--- config.mk ---
export PLATFORM = sky130hd
export DESIGN_NAME = tick_driven_process_scheduler_unit_flat
export DESIGN_NICKNAME = d
export VERILOG_FILES = /design/src/rtl/tdps_pkg.sv /design/src/rtl/tdps_in_if.sv /design/src/rtl/tdps_out_if.sv /design/src/rtl/tdps_ctrl.sv /design/src/rtl/tdps_dp.sv /design/src/rtl/tick_driven_process_scheduler_unit.sv /design/src/flat_wrapper.sv
export SDC_FILE = /design/constraint.sdc
export NUM_CORES = 2
export LEC_CHECK = 0
export BUFFER_PORTS_ARGS = -buffer_cell sky130_fd_sc_hd__buf_2
export CORE_UTILIZATION = 56
export DETAILED_ROUTE_END_ITERATION = 10
export PLACE_DENSITY = 0.76
export SETUP_SLACK_MARGIN = 0.15
export SLEW_MARGIN = 30
export SYNTH_ARGS = -nofsm -noshare
export SYNTH_HDL_FRONTEND = slang
export SYNTH_SLANG_ARGS = --single-unit
--- constraint.sdc ---
create_clock -name i_clk -period 8 [get_ports i_clk]
set_input_delay 1.6 -clock i_clk [delete_from_list [all_inputs] [get_ports i_clk]]
set_output_delay 1.6 -clock i_clk [all_outputs]
set_load 0.02 [all_outputs]
--- src/rtl/tdps_pkg.sv ---
// ----------------------------------------------------------------------------
// tdps_pkg
// Shared types and constants of the tick-driven process scheduler.
// ----------------------------------------------------------------------------
package tdps_pkg;

    localparam int MAX_PROCESSES = 16;
    localparam int SLOT_BITS     = $clog2(MAX_PROCESSES);
    localparam int IDX_BITS      = SLOT_BITS + 1;
    localparam int TIME_BITS     = 16;
    localparam int TICK_BITS     = TIME_BITS + 1;

    localparam logic [IDX_BITS-1:0] NONE_SLOT = IDX_BITS'(MAX_PROCESSES);

    localparam logic [1:0] MODE_FCFS = 2'd0;
    localparam logic [1:0] MODE_SJF  = 2'd1;
    localparam logic [1:0] MODE_RR   = 2'd2;
    localparam logic [1:0] MODE_BAD  = 2'd3;

    localparam logic [1:0] REG_POLICY = 2'd0;
    localparam logic [1:0] REG_SLICE  = 2'd1;
    localparam logic [1:0] REG_TOTAL  = 2'd2;

    typedef enum logic [2:0] {
        EV_ARRIVED  = 3'd0,
        EV_SELECTED = 3'd1,
        EV_FINISHED = 3'd2,
        EV_IDLE     = 3'd3,
        EV_ACK      = 3'd4
    } t_event_kind;

    typedef struct packed {
        t_event_kind          kind;
        logic [3:0]           slot;
        logic [TICK_BITS-1:0] time_val;
        logic [TIME_BITS-1:0] rem;
        logic [TIME_BITS-1:0] wait_val;
        logic [TIME_BITS-1:0] tat;
        logic                 last;
    } t_event;

    typedef struct packed {
        logic        accept;
        logic        load;
        logic        charge;
        logic        scan_init;
        logic        scan_step;
        logic        select;
        logic        emit;
        t_event_kind kind;
        logic        flush;
        logic        tick_adv;
    } t_dp_cmd;

    typedef struct packed {
        logic can_emit;
        logic out_free;
        logic pend_valid;
        logic n_zero;
        logic arr_match;
        logic scan_last;
        logic fin_valid;
        logic sel_emit;
        logic cur_none;
    } t_dp_stat;

    typedef enum logic [2:0] {
        S_IDLE,
        S_LOAD,
        S_CHARGE,
        S_SCAN,
        S_FINISH,
        S_SELECT,
        S_IDLE_EV,
        S_FLUSH
    } t_state;

endpackage

--- src/rtl/tdps_in_if.sv ---
// ----------------------------------------------------------------------------
// tdps_in_if
// Input channel of the scheduler: load and tick items.
// ----------------------------------------------------------------------------
interface tdps_in_if;
    logic        valid;
    logic        ready;
    logic        op;
    logic [3:0]  slot;
    logic [15:0] arrival_time;
    logic [15:0] burst_length;

    modport source (output valid, op, slot, arrival_time, burst_length, input ready);
    modport sink (input valid, op, slot, arrival_time, burst_length, output ready);
endinterface

--- src/rtl/tdps_out_if.sv ---
// ----------------------------------------------------------------------------
// tdps_out_if
// Output channel of the scheduler: event items.
// ----------------------------------------------------------------------------
interface tdps_out_if;
    logic        valid;
    logic        ready;
    logic [2:0]  event_kind;
    logic [3:0]  process_slot;
    logic [16:0] event_time;
    logic [15:0] remaining_burst;
    logic [15:0] wait_ticks;
    logic [15:0] turnaround_ticks;
    logic        last_of_run;

    modport source (output valid, event_kind, process_slot, event_time, remaining_burst,
                    wait_ticks, turnaround_ticks, last_of_run, input ready);
    modport sink (input valid, event_kind, process_slot, event_time, remaining_burst,
                  wait_ticks, turnaround_ticks, last_of_run, output ready);
endinterface

--- src/rtl/tdps_ctrl.sv ---
// ----------------------------------------------------------------------------
// tdps_ctrl
// Sequencer that steps the datapath through load and tick processing.
// ----------------------------------------------------------------------------
module tdps_ctrl (
    input  logic              i_clk,
    input  logic              i_rst_n,
    input  logic              i_in_valid,
    input  logic              i_in_op,
    output logic              o_in_ready,
    input  tdps_pkg::t_dp_stat i_stat,
    output tdps_pkg::t_dp_cmd  o_cmd
);

    tdps_pkg::t_state r_state, n_state;
    logic             r_is_tick, n_is_tick;

    always_ff @(posedge i_clk) begin
        if (!i_rst_n) begin
            r_state   <= tdps_pkg::S_IDLE;
            r_is_tick <= 1'b0;
        end else begin
            r_state   <= n_state;
            r_is_tick <= n_is_tick;
        end
    end

    always_comb begin
        n_state    = r_state;
        n_is_tick  = r_is_tick;
        o_in_ready = 1'b0;
        o_cmd      = '0;
        o_cmd.kind = tdps_pkg::EV_IDLE;
        case (r_state)
            tdps_pkg::S_IDLE: begin
                o_in_ready = 1'b1;
                if (i_in_valid) begin
                    o_cmd.accept = 1'b1;
                    n_is_tick    = i_in_op;
                    n_state      = i_in_op ? tdps_pkg::S_CHARGE : tdps_pkg::S_LOAD;
                end
            end
            tdps_pkg::S_LOAD: begin
                o_cmd.kind = tdps_pkg::EV_ACK;
                if (i_stat.can_emit) begin
                    o_cmd.load = 1'b1;
                    o_cmd.emit = 1'b1;
                    n_state    = tdps_pkg::S_FLUSH;
                end
            end
            tdps_pkg::S_CHARGE: begin
                o_cmd.charge    = 1'b1;
                o_cmd.scan_init = 1'b1;
                n_state = i_stat.n_zero ? tdps_pkg::S_FINISH : tdps_pkg::S_SCAN;
            end
            tdps_pkg::S_SCAN: begin
                o_cmd.kind = tdps_pkg::EV_ARRIVED;
                if (!i_stat.arr_match || i_stat.can_emit) begin
                    o_cmd.scan_step = 1'b1;
                    o_cmd.emit      = i_stat.arr_match;
                    if (i_stat.scan_last) begin
                        n_state = tdps_pkg::S_FINISH;
                    end
                end
            end
            tdps_pkg::S_FINISH: begin
                o_cmd.kind = tdps_pkg::EV_FINISHED;
                if (!i_stat.fin_valid || i_stat.can_emit) begin
                    o_cmd.emit = i_stat.fin_valid;
                    n_state    = tdps_pkg::S_SELECT;
                end
            end
            tdps_pkg::S_SELECT: begin
                o_cmd.kind = tdps_pkg::EV_SELECTED;
                if (!i_stat.sel_emit || i_stat.can_emit) begin
                    o_cmd.select = 1'b1;
                    o_cmd.emit   = i_stat.sel_emit;
                    n_state      = tdps_pkg::S_IDLE_EV;
                end
            end
            tdps_pkg::S_IDLE_EV: begin
                o_cmd.kind = tdps_pkg::EV_IDLE;
                if (!i_stat.cur_none || i_stat.can_emit) begin
                    o_cmd.emit = i_stat.cur_none;
                    n_state    = tdps_pkg::S_FLUSH;
                end
            end
            tdps_pkg::S_FLUSH: begin
                if (!i_stat.pend_valid || i_stat.out_free) begin
                    o_cmd.flush    = i_stat.pend_valid;
                    o_cmd.tick_adv = r_is_tick;
                    n_state        = tdps_pkg::S_IDLE;
                end
            end
            default: begin
                n_state = tdps_pkg::S_IDLE;
            end
        endcase
    end

endmodule

--- src/rtl/tdps_dp.sv ---
// ----------------------------------------------------------------------------
// tdps_dp
// Process table, scheduling state, scan logic and event output registers.
// ----------------------------------------------------------------------------
module tdps_dp (
    input  logic                                i_clk,
    input  logic                                i_rst_n,
    input  tdps_pkg::t_dp_cmd                   i_cmd,
    output tdps_pkg::t_dp_stat                  o_stat,
    input  logic [1:0]                          i_mode,
    input  logic [7:0]                          i_slice,
    input  logic [tdps_pkg::IDX_BITS-1:0]       i_n,
    input  logic [3:0]                          i_slot,
    input  logic [tdps_pkg::TIME_BITS-1:0]      i_arrival,
    input  logic [tdps_pkg::TIME_BITS-1:0]      i_burst,
    output logic                                o_valid,
    input  logic                                i_ready,
    output tdps_pkg::t_event                    o_event
);

    localparam int SB = tdps_pkg::SLOT_BITS;
    localparam int XB = tdps_pkg::IDX_BITS;
    localparam int TB = tdps_pkg::TIME_BITS;
    localparam int KB = tdps_pkg::TICK_BITS;

    logic [TB-1:0] r_arr   [tdps_pkg::MAX_PROCESSES];
    logic [TB-1:0] r_burst [tdps_pkg::MAX_PROCESSES];
    logic [TB-1:0] r_rem   [tdps_pkg::MAX_PROCESSES];

    logic [3:0]    r_slot;
    logic [TB-1:0] r_arr_in, r_burst_in;
    logic [KB-1:0] r_tick;
    logic [XB-1:0] r_cur, r_prev, r_fs;
    logic [7:0]    r_slice;
    logic [TB-1:0] r_ftat, r_fwait;
    logic [SB-1:0] r_idx;
    logic [XB-1:0] r_start;
    logic [XB-1:0] r_pick, r_any, r_ge;
    logic [TB-1:0] r_pick_rem, r_any_rem, r_ge_rem;
    logic          r_pv, r_ov;
    tdps_pkg::t_event r_pend, r_out;

    logic [SB-1:0] rd_addr;
    logic [TB-1:0] rd_rem, rd_arr, rd_burst, rem_dec;
    logic          cur_valid, elig, match;
    logic [7:0]    slice_inc;
    logic [KB-1:0] diff;
    logic [TB-1:0] tat, fwait;
    logic [XB-1:0] rr_pick, sel_slot;
    logic [TB-1:0] sel_rem;
    logic          sel_emit, out_free;
    tdps_pkg::t_event new_ev;
    tdps_pkg::t_event pend_last;

    assign rd_addr   = i_cmd.charge ? r_cur[SB-1:0] : r_idx;
    assign rd_rem    = r_rem[rd_addr];
    assign rd_arr    = r_arr[rd_addr];
    assign rd_burst  = r_burst[rd_addr];
    assign cur_valid = r_cur < i_n;
    assign rem_dec   = (rd_rem != '0) ? rd_rem - TB'(1) : '0;
    assign slice_inc = (r_slice == 8'hFF) ? r_slice : r_slice + 8'd1;
    assign elig      = ({1'b0, rd_arr} <= r_tick) && (rd_rem != '0);
    assign match     = ({1'b0, rd_arr} == r_tick);
    assign diff      = r_tick - {1'b0, rd_arr};

    always_comb begin
        if (r_tick > {1'b0, rd_arr}) begin
            tat = diff[KB-1] ? {TB{1'b1}} : diff[TB-1:0];
        end else begin
            tat = '0;
        end
        fwait = (tat > rd_burst) ? tat - rd_burst : '0;
    end

    always_comb begin
        rr_pick = (r_ge != tdps_pkg::NONE_SLOT) ? r_ge : r_any;
        if (i_mode == tdps_pkg::MODE_SJF) begin
            sel_slot = r_pick;
            sel_rem  = r_pick_rem;
            sel_emit = (r_pick != tdps_pkg::NONE_SLOT) && (r_pick != r_prev);
        end else begin
            sel_slot = rr_pick;
            sel_rem  = (r_ge != tdps_pkg::NONE_SLOT) ? r_ge_rem : r_any_rem;
            sel_emit = (r_cur == tdps_pkg::NONE_SLOT) && (i_n != '0) &&
                       (rr_pick != tdps_pkg::NONE_SLOT);
        end
    end

    always_comb begin
        new_ev          = '0;
        new_ev.kind     = i_cmd.kind;
        new_ev.time_val = r_tick;
        case (i_cmd.kind)
            tdps_pkg::EV_ACK:      new_ev.slot = r_slot;
            tdps_pkg::EV_ARRIVED:  new_ev.slot = 4'(r_idx);
            tdps_pkg::EV_FINISHED: begin
                new_ev.slot     = 4'(r_fs);
                new_ev.wait_val = r_fwait;
                new_ev.tat      = r_ftat;
            end
            tdps_pkg::EV_SELECTED: begin
                new_ev.slot = 4'(sel_slot);
                new_ev.rem  = sel_rem;
            end
            default: new_ev.slot = 4'd0;
        endcase
    end

    always_comb begin
        pend_last      = r_pend;
        pend_last.last = 1'b1;
    end

    assign out_free = !r_ov || i_ready;

    always_comb begin
        o_stat            = '0;
        o_stat.out_free   = out_free;
        o_stat.can_emit   = !r_pv || out_free;
        o_stat.pend_valid = r_pv;
        o_stat.n_zero     = (i_n == '0);
        o_stat.arr_match  = match;
        o_stat.scan_last  = ({1'b0, r_idx} == i_n - XB'(1));
        o_stat.fin_valid  = (r_fs != tdps_pkg::NONE_SLOT);
        o_stat.sel_emit   = sel_emit;
        o_stat.cur_none   = (r_cur == tdps_pkg::NONE_SLOT);
    end

    assign o_valid = r_ov;
    assign o_event = r_out;

    always_ff @(posedge i_clk) begin
        if (i_cmd.accept) begin
            r_slot     <= i_slot;
            r_arr_in   <= i_arrival;
            r_burst_in <= i_burst;
        end
        if (i_cmd.load && ({1'b0, r_slot} < 5'(tdps_pkg::MAX_PROCESSES))) begin
            r_arr[r_slot[SB-1:0]]   <= r_arr_in;
            r_burst[r_slot[SB-1:0]] <= r_burst_in;
        end
        if (i_cmd.charge && cur_valid) begin
            r_ftat  <= tat;
            r_fwait <= fwait;
        end
        if (i_cmd.scan_init) begin
            r_idx <= '0;
        end else if (i_cmd.scan_step) begin
            r_idx <= r_idx + SB'(1);
        end
        if (i_cmd.emit) begin
            r_pend <= new_ev;
        end
    end

    always_ff @(posedge i_clk) begin
        if (!i_rst_n) begin
            for (int i = 0; i < tdps_pkg::MAX_PROCESSES; i++) begin
                r_rem[i] <= '0;
            end
            r_tick     <= '0;
            r_cur      <= tdps_pkg::NONE_SLOT;
            r_prev     <= tdps_pkg::NONE_SLOT;
            r_fs       <= tdps_pkg::NONE_SLOT;
            r_slice    <= '0;
            r_start    <= '0;
            r_pick     <= tdps_pkg::NONE_SLOT;
            r_any      <= tdps_pkg::NONE_SLOT;
            r_ge       <= tdps_pkg::NONE_SLOT;
            r_pick_rem <= '0;
            r_any_rem  <= '0;
            r_ge_rem   <= '0;
            r_pv       <= 1'b0;
            r_ov       <= 1'b0;
            r_out      <= '0;
        end else begin
            if (i_cmd.load && ({1'b0, r_slot} < 5'(tdps_pkg::MAX_PROCESSES))) begin
                r_rem[r_slot[SB-1:0]] <= r_burst_in;
            end
            if (i_cmd.charge) begin
                r_pick <= tdps_pkg::NONE_SLOT;
                r_any  <= tdps_pkg::NONE_SLOT;
                r_ge   <= tdps_pkg::NONE_SLOT;
                r_fs   <= tdps_pkg::NONE_SLOT;
                if (cur_valid) begin
                    r_rem[rd_addr] <= rem_dec;
                    if (rem_dec == '0) begin
                        r_fs    <= r_cur;
                        r_prev  <= r_cur;
                        r_cur   <= tdps_pkg::NONE_SLOT;
                        r_slice <= '0;
                    end else if (i_mode == tdps_pkg::MODE_RR && slice_inc >= i_slice) begin
                        r_prev  <= r_cur;
                        r_cur   <= tdps_pkg::NONE_SLOT;
                        r_slice <= '0;
                    end else begin
                        r_slice <= slice_inc;
                    end
                end else begin
                    r_cur <= tdps_pkg::NONE_SLOT;
                end
                if (i_mode == tdps_pkg::MODE_RR && r_prev < i_n && !cur_valid) begin
                    r_start <= r_prev + XB'(1);
                end else if (i_mode == tdps_pkg::MODE_RR && cur_valid) begin
                    r_start <= r_cur + XB'(1);
                end else begin
                    r_start <= '0;
                end
            end
            if (i_cmd.scan_step && elig) begin
                if (r_pick == tdps_pkg::NONE_SLOT || rd_rem < r_pick_rem) begin
                    r_pick     <= {1'b0, r_idx};
                    r_pick_rem <= rd_rem;
                end
                if (r_any == tdps_pkg::NONE_SLOT) begin
                    r_any     <= {1'b0, r_idx};
                    r_any_rem <= rd_rem;
                end
                if (r_ge == tdps_pkg::NONE_SLOT && {1'b0, r_idx} >= r_start) begin
                    r_ge     <= {1'b0, r_idx};
                    r_ge_rem <= rd_rem;
                end
            end
            if (i_cmd.select) begin
                if (i_mode == tdps_pkg::MODE_SJF) begin
                    r_cur <= r_pick;
                    if (sel_emit) begin
                        r_prev  <= r_pick;
                        r_slice <= '0;
                    end
                end else if (sel_emit) begin
                    r_cur   <= rr_pick;
                    r_prev  <= rr_pick;
                    r_slice <= '0;
                end
            end
            if (i_cmd.tick_adv && !r_tick[KB-1]) begin
                r_tick <= r_tick + KB'(1);
            end
            if (i_cmd.emit) begin
                r_pv <= 1'b1;
                if (r_pv) begin
                    r_out <= r_pend;
                    r_ov  <= 1'b1;
                end else if (i_ready) begin
                    r_ov <= 1'b0;
                end
            end else if (i_cmd.flush) begin
                r_pv  <= 1'b0;
                r_out <= pend_last;
                r_ov  <= 1'b1;
            end else if (i_ready) begin
                r_ov <= 1'b0;
            end
        end
    end

endmodule

--- src/rtl/tick_driven_process_scheduler_unit.sv ---
// ----------------------------------------------------------------------------
// tick_driven_process_scheduler_unit
// Process scheduler advanced one tick per tick item, with an APB register port.
// ----------------------------------------------------------------------------
// A load item returns one acknowledge. A tick item runs a scan over the
// process_total active slots (at most 16) that reads one table slot per cycle,
// waiting while an arrival event cannot yet be emitted, to report arrivals and
// find the next process; events are delivered in order, the final one of each
// item marked with last_of_run. Items are taken one at a time.
module tick_driven_process_scheduler_unit (
    input  logic         i_clk,
    input  logic         i_rst_n,
    tdps_in_if.sink      i_item,
    tdps_out_if.source   o_result,
    input  logic         psel,
    input  logic         penable,
    input  logic         pwrite,
    input  logic [3:0]   paddr,
    input  logic [31:0]  pwdata,
    output logic [31:0]  prdata,
    output logic         pready
);

    logic [1:0]  r_mode;
    logic [7:0]  r_slice;
    logic [4:0]  r_total;
    logic [1:0]  mode_eff;
    logic [7:0]  slice_eff;
    logic [tdps_pkg::IDX_BITS-1:0] n_eff;
    logic        wr_en;

    tdps_pkg::t_dp_cmd  cmd;
    tdps_pkg::t_dp_stat stat;
    tdps_pkg::t_event   ev;

    assign pready = 1'b1;
    assign wr_en  = psel && penable && pwrite;

    always_ff @(posedge i_clk) begin
        if (!i_rst_n) begin
            r_mode  <= tdps_pkg::MODE_FCFS;
            r_slice <= 8'd2;
            r_total <= '0;
        end else if (wr_en) begin
            case (paddr[3:2])
                tdps_pkg::REG_POLICY: r_mode  <= pwdata[1:0];
                tdps_pkg::REG_SLICE:  r_slice <= pwdata[7:0];
                tdps_pkg::REG_TOTAL:  r_total <= pwdata[4:0];
                default: ;
            endcase
        end
    end

    always_comb begin
        case (paddr[3:2])
            tdps_pkg::REG_POLICY: prdata = {30'd0, r_mode};
            tdps_pkg::REG_SLICE:  prdata = {24'd0, r_slice};
            tdps_pkg::REG_TOTAL:  prdata = {27'd0, r_total};
            default:              prdata = '0;
        endcase
    end

    assign mode_eff  = (r_mode == tdps_pkg::MODE_BAD) ? tdps_pkg::MODE_FCFS : r_mode;
    assign slice_eff = (r_slice == 8'd0) ? 8'd1 : r_slice;
    assign n_eff     = (r_total > 5'(tdps_pkg::MAX_PROCESSES)) ?
                       tdps_pkg::IDX_BITS'(tdps_pkg::MAX_PROCESSES) :
                       tdps_pkg::IDX_BITS'(r_total);

    tdps_ctrl u_ctrl (
        .i_clk      (i_clk),
        .i_rst_n    (i_rst_n),
        .i_in_valid (i_item.valid),
        .i_in_op    (i_item.op),
        .o_in_ready (i_item.ready),
        .i_stat     (stat),
        .o_cmd      (cmd)
    );

    tdps_dp u_dp (
        .i_clk     (i_clk),
        .i_rst_n   (i_rst_n),
        .i_cmd     (cmd),
        .o_stat    (stat),
        .i_mode    (mode_eff),
        .i_slice   (slice_eff),
        .i_n       (n_eff),
        .i_slot    (i_item.slot),
        .i_arrival (i_item.arrival_time),
        .i_burst   (i_item.burst_length),
        .o_valid   (o_result.valid),
        .i_ready   (o_result.ready),
        .o_event   (ev)
    );

    assign o_result.event_kind       = 3'(ev.kind);
    assign o_result.process_slot     = ev.slot;
    assign o_result.event_time       = ev.time_val;
    assign o_result.remaining_burst  = ev.rem;
    assign o_result.wait_ticks       = ev.wait_val;
    assign o_result.turnaround_ticks = ev.tat;
    assign o_result.last_of_run      = ev.last;

endmodule

--- src/flat_wrapper.sv ---
// flat-port wrapper written by rule: the top's interface ports become plain ports
module tick_driven_process_scheduler_unit_flat 
  (i_clk, i_rst_n, psel, penable, pwrite, paddr, pwdata, prdata, pready, i_item_valid, i_item_op, i_item_slot, i_item_arrival_time, i_item_burst_length, i_item_ready, o_result_valid, o_result_event_kind, o_result_process_slot, o_result_event_time, o_result_remaining_burst, o_result_wait_ticks, o_result_turnaround_ticks, o_result_last_of_run, o_result_ready);
  tdps_in_if i_item_i ();
  tdps_out_if o_result_i ();
  input  logic i_clk;
  input  logic i_rst_n;
  input  logic psel;
  input  logic penable;
  input  logic pwrite;
  input  logic [3:0] paddr;
  input  logic [31:0] pwdata;
  output logic [31:0] prdata;
  output logic pready;
  input wire logic [$bits(i_item_i.valid)-1:0] i_item_valid;
  input wire logic [$bits(i_item_i.op)-1:0] i_item_op;
  input wire logic [$bits(i_item_i.slot)-1:0] i_item_slot;
  input wire logic [$bits(i_item_i.arrival_time)-1:0] i_item_arrival_time;
  input wire logic [$bits(i_item_i.burst_length)-1:0] i_item_burst_length;
  output wire logic [$bits(i_item_i.ready)-1:0] i_item_ready;
  output wire logic [$bits(o_result_i.valid)-1:0] o_result_valid;
  output wire logic [$bits(o_result_i.event_kind)-1:0] o_result_event_kind;
  output wire logic [$bits(o_result_i.process_slot)-1:0] o_result_process_slot;
  output wire logic [$bits(o_result_i.event_time)-1:0] o_result_event_time;
  output wire logic [$bits(o_result_i.remaining_burst)-1:0] o_result_remaining_burst;
  output wire logic [$bits(o_result_i.wait_ticks)-1:0] o_result_wait_ticks;
  output wire logic [$bits(o_result_i.turnaround_ticks)-1:0] o_result_turnaround_ticks;
  output wire logic [$bits(o_result_i.last_of_run)-1:0] o_result_last_of_run;
  input wire logic [$bits(o_result_i.ready)-1:0] o_result_ready;
  assign i_item_i.valid = i_item_valid;
  assign i_item_i.op = i_item_op;
  assign i_item_i.slot = i_item_slot;
  assign i_item_i.arrival_time = i_item_arrival_time;
  assign i_item_i.burst_length = i_item_burst_length;
  assign i_item_ready = i_item_i.ready;
  assign o_result_valid = o_result_i.valid;
  assign o_result_event_kind = o_result_i.event_kind;
  assign o_result_process_slot = o_result_i.process_slot;
  assign o_result_event_time = o_result_i.event_time;
  assign o_result_remaining_burst = o_result_i.remaining_burst;
  assign o_result_wait_ticks = o_result_i.wait_ticks;
  assign o_result_turnaround_ticks = o_result_i.turnaround_ticks;
  assign o_result_last_of_run = o_result_i.last_of_run;
  assign o_result_i.ready = o_result_ready;
  tick_driven_process_scheduler_unit u_core (.i_clk(i_clk), .i_rst_n(i_rst_n), .i_item(i_item_i), .o_result(o_result_i), .psel(psel), .penable(penable), .pwrite(pwrite), .paddr(paddr), .pwdata(pwdata), .prdata(prdata), .pready(pready));
endmodule
==> metrics.cfg <==
[run_status]
status=complete, no violations

[hold_path]
hp-start=u_core.u_dp.o_event[5]
holdPathStages=2
worstHoldPathType=flip-flop to flip-flop
holdPathEnd=u_core.u_dp.o_event[5]

[finish]
synthToLayoutAreaGrowth_pct=11.7
antennaDiodeCount=0
drive_gt1_share_pct=15.9
layout.nets=3989

[critical_path]
cp.required_ns=8.52
crit_path_max_fanout=8
cp-end-kind=flip-flop
rr_worst_depth=35
cpMaxStageDelayCell=or3b_4
cpPeakStageDelay_ns=0.47
worstReg2RegEnd=u_core.u_dp.r_fwait[13]
timing.reg2reg.setup_slack_ns=0.64
critPathKind=flip-flop to flip-flop
arrival_ns=7.88
reg2reg_from=u_core.u_ctrl.r_state[2]
crit_path_start_kind=flip-flop

[yosys]
synth_top_flop_cell=edfxtp_1
synthCells=3736
syn_avg_cell_area_um2=13.1
seq_area_frac_synth_pct=63.9
async_flop_share_pct=0
synth_area_leaders=edfxtp_1 56%, dfxtp_1 8.4%, mux4_2 6.1%
synth_area_um2=49100
yosysWarnings=0
synth-seq-cells=1114
yosys.cell_types.count=95
synth_edf_count=908
synth_top_cell_area_share_pct=55.5
yosys.area.top_type=edfxtp_1

[placement]
dp_slack_ns=0.396
dpl.hpwl_um=72600
port_buffers=136
gp_congestion=0.924

[global_route]
grt_pass1_vias=30730
grt_max_degree=109
grt_use_total_pct=27.5
antenna_found_initial=1
grt_pass1_wl_um=184000
grt-ovfl-total=0

[floorplanning]
initial_utilization_pct=56.6
chipHeight_um=298
core-area_um2=86800
io_pins=188
rows=108
dieArea_um2=88800
die_w_um=298

[timing]
setup_ws_ns=0.640
tns_ns=0
setup-violations-final=0
skew_ns=0.0427
period_share_pct=92.0
drv_slew=0
fmax_ghz=0.136
tightest_slew_ns=1.03
hold_violations=0
rsz0062_at_grt=no
min_period_ns=7.36
slew_headroom_pct=31.0

[drt]
routed_wl_um=124000
dr_total_vias=31404
dr.pass1.iters=7
drt-wirelength-per-cell_um=24.4
drt_iter0_markers=3652
ant_nets=0
viasPerCell=6.18
route.detailed.drc=0

[clock_tree]
h-tree-depth=3
cts_num_sinks=1114
clock_latency_ns=0.70
hold_buffers=0
path_clk_slew_ns=0.06
clockRootBuffer=clkbuf_16
cts_buffers=108
cts.path.max_buffers=3
cts_tree=built

[pwr]
ir_drop_v=0.000215
p_leak_nw=19.3
p_per_area_nw_per_um2=303
p_total_mw=16.6

[flow_run]
max_cap_viol_count=0

-- area by class of cell --
class                           instances  area (um2)
Multi-Input combinational cell       2300       16500
Tap cell                             1155        1450
Sequential cell                      1114       31400
Inverter                               86         328
Clock buffer                          130        2890
Fill cell                            6162       31900
Timing Repair Buffer                  221        1390
Clock inverter                         73         877
-- synth_stat cells, types with 10 or more instances --
cell type	instances
buf_1	28
buf_6	10
a211oi_1	62
dfxtp_1	206
inv_1	84
o21ai_1	11
xor2_1	31
nand3_1	113
a21oi_2	12
nor2_1	445
nand2_1	465
mux4_2	134
edfxtp_1	908
and3_1	13
nor2b_1	12
a311oi_1	17
mux2_2	13
a22oi_1	16
ha_1	76
or3_1	11
buf_2	40
a21oi_1	148
and2_1	41
nand2b_1	22
buf_4	41
nor3_1	40
mux2i_1	265
o211ai_1	17
nor4_1	13
a21o_1	32
o21ai_0	47
xnor2_1	38
nand4_1	17
a31oi_1	13
clkbuf_1	140
-- worst max-delay path, delay by kind of cell (launching register included) --
kind	cells	cell delay, ns
simple gates	9	1.50
flops	1	0.37
xor+xnor	1	0.20
mux	1	0.35
fa+ha+maj	4	1.30
buf+inv	3	0.40
compound gates	17	3.06
-- cells in the final DEF, fill, tap and decap left out, types with 29 or more instances in the layout --
| cell | instances |
|---|---|
| a211oi_1 | 62 |
| a21o_1 | 29 |
| a21oi_1 | 145 |
| and2_1 | 40 |
| buf_2 | 136 |
| buf_4 | 79 |
| clkbuf_16 | 112 |
| dfxtp_1 | 203 |
| edfxtp_1 | 908 |
| ha_1 | 75 |
| inv_1 | 83 |
| mux2i_1 | 263 |
| mux4_2 | 134 |
| nand2_1 | 464 |
| nand3_1 | 113 |
| nor2_1 | 433 |
| nor3_1 | 36 |
| o21ai_0 | 43 |
| xnor2_1 | 38 |
| xor2_1 | 30 |
-- report_power, final --
part           internal (mW)  switching, mW  leakage [nW]  total [mW]
Sequential              6.85          0.334          10.3        7.18
Clock                   3.11           2.23          1.83        5.33
Combinational           1.50           2.59          7.15        4.10
-- per-layer routing --
metal,GRT usage (%),part of all wire (%),up-vias
li1,-,-,13944
met1,36.9,39,15445
met2,44.5,47,1709
met3,5.06,9.6,304
met4,11.0,3.7,2
met5,0,0.0081,-
-- stage by stage --
step	cells	cell area [um2]	hold WS, ns	util (%)
2_1_floorplan	3759	49200	0.406	-
3_3_place_gp	4872	50900	0.439	58.7
3_5_place_dp	4872	50900	0.445	58.7
4_1_cts	5075	54700	0.453	63.0
5_1_grt	5079	54800	0.470	63.2
6_report	5079	54800	0.448	63.2
-- worst max path at each step --
stage / startpoint / end / slack, ns / depth (start not counted)
after floorplan: u_core.u_ctrl.r_state[1] / u_core.u_dp.r_fwait[2] / 0.16 / 41
after global placement: u_core.u_ctrl.r_state[0] / u_core.u_dp.r_fwait[15] / 0.50 / 33
after detailed placement: u_core.u_ctrl.r_state[0] / u_core.u_dp.r_fwait[15] / 0.40 / 32
after CTS: u_core.u_ctrl.r_state[0] / u_core.u_dp.r_fwait[15] / 0.34 / 34
after global routing: u_core.u_ctrl.r_state[2] / u_core.u_dp.r_fwait[13] / 0.20 / 35
final: u_core.u_ctrl.r_state[2] / u_core.u_dp.r_fwait[13] / 0.64 / 35
-- repair_timing --
action | CTS | global route
endpoints found under the setup margin | 0 | 15
buffers inserted | 0 | 3
resized for setup | 0 | 15
-- registers in the layout, summed over array words and instances, names as in the netlist, 17 cells and up --
register,count
u_core.u_dp.r_arr,256
u_core.u_dp.r_burst,256
u_core.u_dp.r_rem,256
u_core.u_dp.o_event,73
u_core.u_dp.pend_last,72
u_core.u_dp.r_tick,17
-- kinds of logic (layout without fill, tap and decap cells) --
group / after synthesis / count (layout) / synth area share [%]
buffers and inverters: 345 / 510 / 3.21
XOR/XNOR: 69 / 69 / 1.23
flip-flops: 1114 / 1114 / 63.9
other: 2 / 25 / 0.0153
multiplexers: 414 / 414 / 11.9
AND/OR/NAND/NOR: 1240 / 1240 / 11.0
adder cells (fa/ha/maj): 78 / 78 / 2.02
AO/OA/AOI/OAI: 474 / 474 / 6.69
No activity file was read; power rests on OpenSTA's default activity.
